--- src/hdl/gmbl_pkg.sv ---
// Package for the bilinear grid lookup: sizes, item kinds, helpers.
// No dependencies.
package gmbl_pkg;

    localparam int MAX_X_POINTS_DEF = 64;
    localparam int MAX_Z_POINTS_DEF = 64;
    localparam int VALUE_WIDTH_DEF  = 32;
    localparam int IN_W      = 32;
    localparam int SLOT_W    = 12;
    localparam int CNT_W     = 7;
    localparam int WEIGHT_W  = 17;
    localparam int FRAC_W    = 16;
    localparam logic [WEIGHT_W-1:0] ONE_Q16 = 17'h10000;

    typedef enum logic [1:0] {
        KIND_LOAD_X = 2'd0,
        KIND_LOAD_Z = 2'd1,
        KIND_LOAD_G = 2'd2,
        KIND_QUERY  = 2'd3
    } kind_t;

    typedef enum logic [1:0] {
        REG_X_COUNT = 2'd0,
        REG_Z_COUNT = 2'd1,
        REG_X_ENUM  = 2'd2,
        REG_Z_ENUM  = 2'd3
    } reg_idx_t;

endpackage

--- src/hdl/gmbl_divider.sv ---
// Restoring divider, one quotient bit per cycle, with half-up rounding.
// Depends on gmbl_pkg.
module gmbl_divider #(
    parameter int VW = gmbl_pkg::VALUE_WIDTH_DEF
) (
    input  logic                          clk,
    input  logic                          rst_n,
    input  logic                          start,
    input  logic [VW:0]                   numer,
    input  logic [VW:0]                   denom,
    output logic                          done,
    output logic [gmbl_pkg::WEIGHT_W-1:0] quot
);
    import gmbl_pkg::*;

    // numer < denom, so quotient of numer<<16 / denom fits in 16 bits
    localparam int RW = VW + 2;

    logic [RW-1:0]       rem_reg, rem_next;
    logic [RW-1:0]       den_reg, den_next;
    logic [FRAC_W-1:0]   q_reg, q_next;
    logic [FRAC_W-1:0]   nbits_reg, nbits_next;
    logic [4:0]          cnt_reg, cnt_next;
    logic                busy_reg, busy_next;
    logic                done_reg, done_next;
    logic [RW-1:0]       shifted;
    logic [RW:0]         twice;

    always_comb
    begin
        rem_next   = rem_reg;
        den_next   = den_reg;
        q_next     = q_reg;
        cnt_next   = cnt_reg;
        busy_next  = busy_reg;
        done_next  = 1'b0;
        shifted    = {rem_reg[RW-2:0], 1'b0};
        twice      = {rem_reg, 1'b0};
        if (start)
        begin
            rem_next  = {1'b0, numer};
            den_next  = {1'b0, denom};
            q_next    = '0;
            cnt_next  = 5'd0;
            busy_next = 1'b1;
        end
        else if (busy_reg)
        begin
            if (cnt_reg == 5'(FRAC_W))
            begin
                // round half up: 2*rem >= den
                busy_next = 1'b0;
                done_next = 1'b1;
                if (twice >= {1'b0, den_reg})
                    q_next = q_reg + 1'b1;
            end
            else
            begin
                cnt_next = cnt_reg + 1'b1;
                if (shifted >= den_reg)
                begin
                    rem_next = shifted - den_reg;
                    q_next   = {q_reg[FRAC_W-2:0], 1'b1};
                end
                else
                begin
                    rem_next = shifted;
                    q_next   = {q_reg[FRAC_W-2:0], 1'b0};
                end
            end
        end
    end

    // q may wrap to zero on round-up only when it was all ones; track carry
    always_comb
    begin
        nbits_next = nbits_reg;
        if (start)
            nbits_next = '0;
        else if (busy_reg && cnt_reg == 5'(FRAC_W) && twice >= {1'b0, den_reg}
                 && q_reg == {FRAC_W{1'b1}})
            nbits_next = {{(FRAC_W-1){1'b0}}, 1'b1};
    end

    always_ff @(posedge clk or negedge rst_n)
    begin
        if (!rst_n)
        begin
            busy_reg  <= 1'b0;
            done_reg  <= 1'b0;
            cnt_reg   <= 5'd0;
            nbits_reg <= '0;
        end
        else
        begin
            busy_reg  <= busy_next;
            done_reg  <= done_next;
            cnt_reg   <= cnt_next;
            nbits_reg <= nbits_next;
        end
    end

    always_ff @(posedge clk)
    begin
        rem_reg <= rem_next;
        den_reg <= den_next;
        q_reg   <= q_next;
    end

    assign done = done_reg;
    assign quot = {nbits_reg[0], q_reg};
endmodule

--- config.mk ---
export PLATFORM = sky130hd
export DESIGN_NAME = gmbl_divider
export DESIGN_NICKNAME = d
export VERILOG_FILES = /design/src/hdl/gmbl_pkg.sv /design/src/hdl/gmbl_divider.sv
export SDC_FILE = /design/constraint.sdc
export NUM_CORES = 1
export LEC_CHECK = 0
export BUFFER_PORTS_ARGS = -buffer_cell sky130_fd_sc_hd__buf_2
export CAP_MARGIN = 20
export CORE_UTILIZATION = 53
export CTS_CLUSTER_SIZE = 14
export DETAILED_ROUTE_END_ITERATION = 7
export PLACE_DENSITY_LB_ADDON = 0.12
export SYNTH_ARGS = -nofsm -noshare
export SYNTH_HDL_FRONTEND = slang
export SYNTH_SLANG_ARGS = --single-unit
--- constraint.sdc ---
create_clock -name clk -period 3.2 [get_ports clk]
set_clock_uncertainty 0.15 [all_clocks]
set_input_delay 0.32 -clock clk [delete_from_list [all_inputs] [get_ports clk]]
set_output_delay 0.32 -clock clk [all_outputs]
set_load 0.05 [all_outputs]
* Word level (Yosys, flattened, before mapping)
Cells that the tools add are included.
** Cells by class
- Bitwise gates (word level) :: 1
- Magnitude comparators :: 2
- Muxes and demuxes :: 18
- Equality and inequality tests :: 4
- Reduce and logical (&&, ||, !) cells :: 8
- Add/subtract/negate cells :: 3
** Operators with widths (number)
- 33-bit two-way mux :: 3
- 35-bit by 33-bit greater-or-equal comparator with 1-bit output :: 1
- 34-bit by 33-bit greater-or-equal comparator with 1-bit output :: 1
- 34-bit two-way mux :: 1
- 34-bit by 33-bit subtractor with 34-bit output :: 1
- 16-bit two-way mux :: 2
- 16-bit by 1-bit adder with 16-bit output (second input constant) :: 1
- 16-bit equality test (second input constant) :: 1
- 5-bit two-way mux :: 3
- 1-bit two-way mux :: 9
- 2-bit AND reduction :: 3
- 5-bit by 1-bit adder with 5-bit output (second input constant) :: 1
- 5-bit equality test (second input constant) :: 1
- 2-bit nonzero test :: 2
- 1-bit logical AND :: 3
- 2-bit by 1-bit != test with 1-bit output (second input constant) :: 1
- 2-bit != test (second input constant) :: 1
- 1-bit inverter :: 1
** Word-level totals
- Output and inout bits :: 18
- Flip-flop bits (word level) :: 91
- Logic and storage cells :: 44

* Logic depth before layout (Yosys ltp)
- Word-level depth :: 6
- Gate-level depth with buffers :: 14
- Depth with buffers taken out :: 12

* Worst setup path before layout
Ideal clock, no wire load.
- Path kind :: register -> register
- From :: register rem_reg[0]
- To :: register rem_reg[13] (data pin)
- Cell stages (with the launch flop) :: 11
- Slack :: -0.054 ns
- Buffers on the path :: 0
- Setup time :: 0.260 ns
- Arrival time :: 2.844 ns
- Cells stage by stage :: edfxtp_1 -> inv_1 -> fa_1 -> nand2b_1 -> a21o_1 -> a211o_1 -> a31oi_4 -> a41oi_2 -> o221ai_4 -> mux2_2 -> mux2_2
** Between the ends
- Word-level cells in the longest chain between the ends :: 5
- Elaborated cells on any way between the ends :: 6
- Classes of those cells :: add/sub: 1; order compare: 1; mux: 4
** Ends and longest elaborated chain
- from (decl) :: RTL line gmbl_divider.sv:19 : logic [RW-1:0] rem_reg, rem_next;
- from (signal assigned) :: RTL line gmbl_divider.sv:105 : rem_reg <= rem_next;
- 34-bit by 33-bit subtractor with 34-bit output / 34-bit by 33-bit greater-or-equal comparator with 1-bit output (equally long branches) :: RTL line gmbl_divider.sv:62, gmbl_divider.sv:60
- 34-bit two-way mux * :: RTL line gmbl_divider.sv:60 : if (shifted >= den_reg)
- 33-bit two-way mux * :: RTL line gmbl_divider.sv:49 : if (cnt_reg == 5'(FRAC_W))
- 33-bit two-way mux * :: RTL line gmbl_divider.sv:47 : else if (busy_reg)
- 33-bit two-way mux * :: RTL line gmbl_divider.sv:39 : if (start)
- via rem_next[13] :: RTL line gmbl_divider.sv:19
Mark *: on every way through the listed nets, which the timed path passes. The rest lies on a longest branch. The select of a mux whose other input is x is not followed.
A chain may end at the register's enable or synchronous reset.

* Worst setup path in the final report
- From :: register rem_reg[0]
- To :: register rem_reg[4] (data pin)
The elaborated chain is that of the path after synthesis.

==> flow_summary_export.csv <==
group,metric,value,unit
status,outcome,"finished clean",
global_routing,antenna_found_initial,0,
die,initial_core_util,55.4,%
sta,fmax,314,MHz
clock_tree,clock_latency,0.36,ns
final_layout,post-route-util,73.1,%
drt,drc,0,
worst_setup_path,crit_end,"rem_reg[4]",
worst_setup_path,worstSetupEndpointType,"flip-flop",
synth,synth.distinct_cells,65,
sta,final_max_slew_viol_count,0,
clock_tree,cts_tree,"yes",
die,die_height,109,microns
global_routing,grt_pass1_wl,24200,microns
place,dpl.cell_count,900,
drt,drt_iter0_drc,354,
sta,rsz0062_at_grt,"true",
die,core,11000,sq um
sta,hold_viol_final,0,
worst_setup_path,cp_max_fo,6,
worst_setup_path,worst_setup_path_start_kind,"flip-flop",
hold_path,min_path_type,"in -> reg",
sta,worstMarginPinSlew,0.784,ns
clock_tree,clock_sinks,91,
synth,yosysWarnings,0,
synth,syn_nets,754,
worst_setup_path,r2r_slack,0.02,ns
final_layout,n_antenna_cell,0,
drt,wl_per_cell,16.4,microns
clock_tree,cts_buffers,9,
final_layout,stdcell_area,8060,sq um
clock_tree,clock_path_buffers,2,
sta,fin_crit_sh,99.4,%
power_and_ir_drop,p_per_area,924,nW/um^2
worst_setup_path,r2r_start,"rem_reg[0]",
clock_tree,clock-root-buffer,"clkbuf_16",
die,die_w,109,microns
place,place_area,7030,sq um
power_and_ir_drop,p_leak,3.46,nW
drt,vias,5526,
synth,synth_edf_count,66,
global_routing,grt_max_degree,72,
die,num_io_pins,87,
drt,ant_nets,0,
drt,vias_per_cell,5.76,
final_layout,syn2layout_area_growth,32.0,%
global_routing,grt-ovfl-total,0,
final_layout,drive_gt1_share,29.5,%
worst_setup_path,crit_chain,"inv_2, fa_2, nand2b_4, a21o_1, a211o_1, a31oi_4, a41oi_2, o221ai_4, buf_12, mux2_2, mux2_2",
die,row_count,38,
synth,ys_seq_area_share,41.3,%
final_layout,multi_input_area,3530,sq um
sta,slew-limit-headroom,47.8,%
synth,avgSynthCellArea,9.42,sq um
global_routing,grtUsageTotal,26.3,%
synth,synth_seq_cells,91,
place,gp_congestion,0.886,
worst_setup_path,cp.arrival,3.14,ns
clock_tree,h-tree-depth,3,
worst_setup_path,crit_path_max_incr_delay,0.39,ns
drt,wirelength,15800,microns
sta,min_period,3.18,ns
final_layout,final_cells,960,
worst_setup_path,required,3.16,ns
synth,synth_ff_type,"edfxtp_1",
drt,dr.pass1.iters,4,
worst_setup_path,critPathSlowestCell,"fa_2",
worst_setup_path,r2r_end,"rem_reg[4]",
worst_setup_path,cp-startpoint,"rem_reg[0]",
hold_path,min_from,"numer[26]",
global_routing,grt_pass1_vias,5317,
final_layout,nets,921,
worst_setup_path,path_class,"reg -> reg",
worst_setup_path,path_common_cell,"mux2_2",
final_layout,largest_reg_flops,34,
job,maxCapViolCount,0,
sta,setup_violations,0,
place,port_buffers,86,
synth,syn-cell-area,6110,sq um
worst_setup_path,reg2regPathDepth,11,
die,die_area,12000,sq um
final_layout,regArea,2520,sq um
synth,ys_async_sr_fraction,8.79,%
final_layout,n_fill_cell,852,
clock_tree,clk_transition_reported_paths,0.07,ns
place,dp_hpwl,10900,microns
power_and_ir_drop,ir_worst_vdd,722,uV
synth,synth_cells,648,
[per-stage QoR]
stage | power [W] | TNS [ns] | setup WS [ns] | hold WS, ns
finish | 0.00745 | 0 | 0.0188 | 0.113
global route | 0.00793 | -1.09 | -0.0783 | 0.109
CTS | 0.00700 | -0.421 | -0.0489 | 0.0984
detailed placement | 0.00569 | -1.17 | -0.104 | 0.0162
global placement | 0.00561 | -0.272 | -0.0507 | 0.0170
floorplan | 0.00451 | 0 | 0.0142 | -0.126
[power breakdown]
| part | internal [W] | leakage, nW | switching [W] |
|---|---|---|---|
| clock | 0.000533 | 0.133 | 0.000476 |
| combinational | 0.00228 | 2.41 | 0.00234 |
| sequential | 0.00162 | 0.916 | 0.000201 |
| total | 0.00444 | 3.46 | 0.00301 |
[synth_stat cells (4+ instances only)]
cell type	count	area, sq um
nor4_1	9	56.3
nand3_1	25	125
o211ai_1	5	37.5
a21o_1	20	150
inv_1	46	173
o21ai_1	9	45.0
a21oi_1	68	340
dfrtp_1	8	200
ha_1	36	450
a31oi_1	6	37.5
mux2_2	22	248
a211oi_1	8	60.1
and3_1	5	31.3
clkbuf_1	22	82.6
xnor2_1	18	158
o21ai_0	31	155
edfxtp_1	66	1980
mux2i_1	4	40.0
nand4_1	10	62.6
nor3b_1	8	60.1
xor2_1	16	140
a211o_1	6	52.6
buf_2	8	40.0
dfxtp_1	17	340
nand2_1	42	158
nor2_1	46	173
nor2b_1	7	43.8
nand2b_1	10	62.6
nor3_1	16	80.1
[cell usage in the layout, fill, tap and decap left out, types with 19 or more instances in the layout]
cell | netlist | final
inv_1 | 46 | 45
nand2_1 | 42 | 41
edfxtp_1 | 66 | 66
a21oi_1 | 68 | 58
buf_2 | 8 | 85
o21ai_1 | 9 | 19
ha_1 | 36 | 25
nor2_1 | 46 | 46
mux2_2 | 22 | 20
dlygate4sd3_1 | 0 | 34
nand3_1 | 25 | 25
o21ai_0 | 31 | 19
a21o_1 | 20 | 20
buf_4 | 1 | 62
[cell families (layout without fill, tap and decap cells)]
| group | after synthesis | after routing | share of synthesized area, % |
|---|---|---|---|
| XOR/XNOR | 34 | 34 | 4.88 |
| adder cells (fa/ha/maj) | 37 | 37 | 7.70 |
| flip-flops | 91 | 91 | 41.3 |
| AO/OA/AOI/OAI | 182 | 182 | 19.3 |
| multiplexers | 26 | 26 | 4.71 |
| AND/OR/NAND/NOR | 198 | 198 | 16.7 |
| buffers and inverters | 80 | 252 | 5.39 |
[layer usage]
metal,vias up,global-route usage [%],share of wire (%)
met5,-,0,0
met4,0,8.86,1.3
met3,19,5.28,4.4
met2,153,46.0,50
met1,2634,32.3,44
li1,2720,-,-
[layout make-up]
type | instances | area share, %
multi-input cells | 477 | 43.8
flip-flops and latches | 91 | 31.3
repair buffers | 189 | 17.1
clock buffers | 10 | 2.84
inverters | 47 | 2.19
well taps | 140 | 2.17
clock inverters | 6 | 0.590
[worst min-delay path by stage]
stage | to | slack (ns) | cells after the start
after floorplan | busy_reg | -0.13 | 0
after global placement | nbits_reg[0] | 0.02 | 1
after detailed placement | done | 0.02 | 1
after CTS | rem_reg[26] | 0.1 | 2
after global routing | rem_reg[29] | 0.11 | 2
final | rem_reg[26] | 0.11 | 2
[timing repair]
item                       in CTS  in global routing
resized for setup              30                 45
pin swaps                       5                  9
hold buffers                   34                  0
hold endpoints to repair       41                  0
gates cloned                    0                  1
setup endpoints to repair      25                 50
buffers inserted                4                  6
[critical path, delay by kind of cell, from the launching register on]
family,cells,cell delay [ns]
buffers and inverters,2,0.22
DFF,1,0.37
AOI/OAI and AO/OA,5,1.06
muxes,2,0.58
and+or+nand+nor,1,0.15
adders and majority gates,1,0.39
Power figures use the tool's default switching activity.
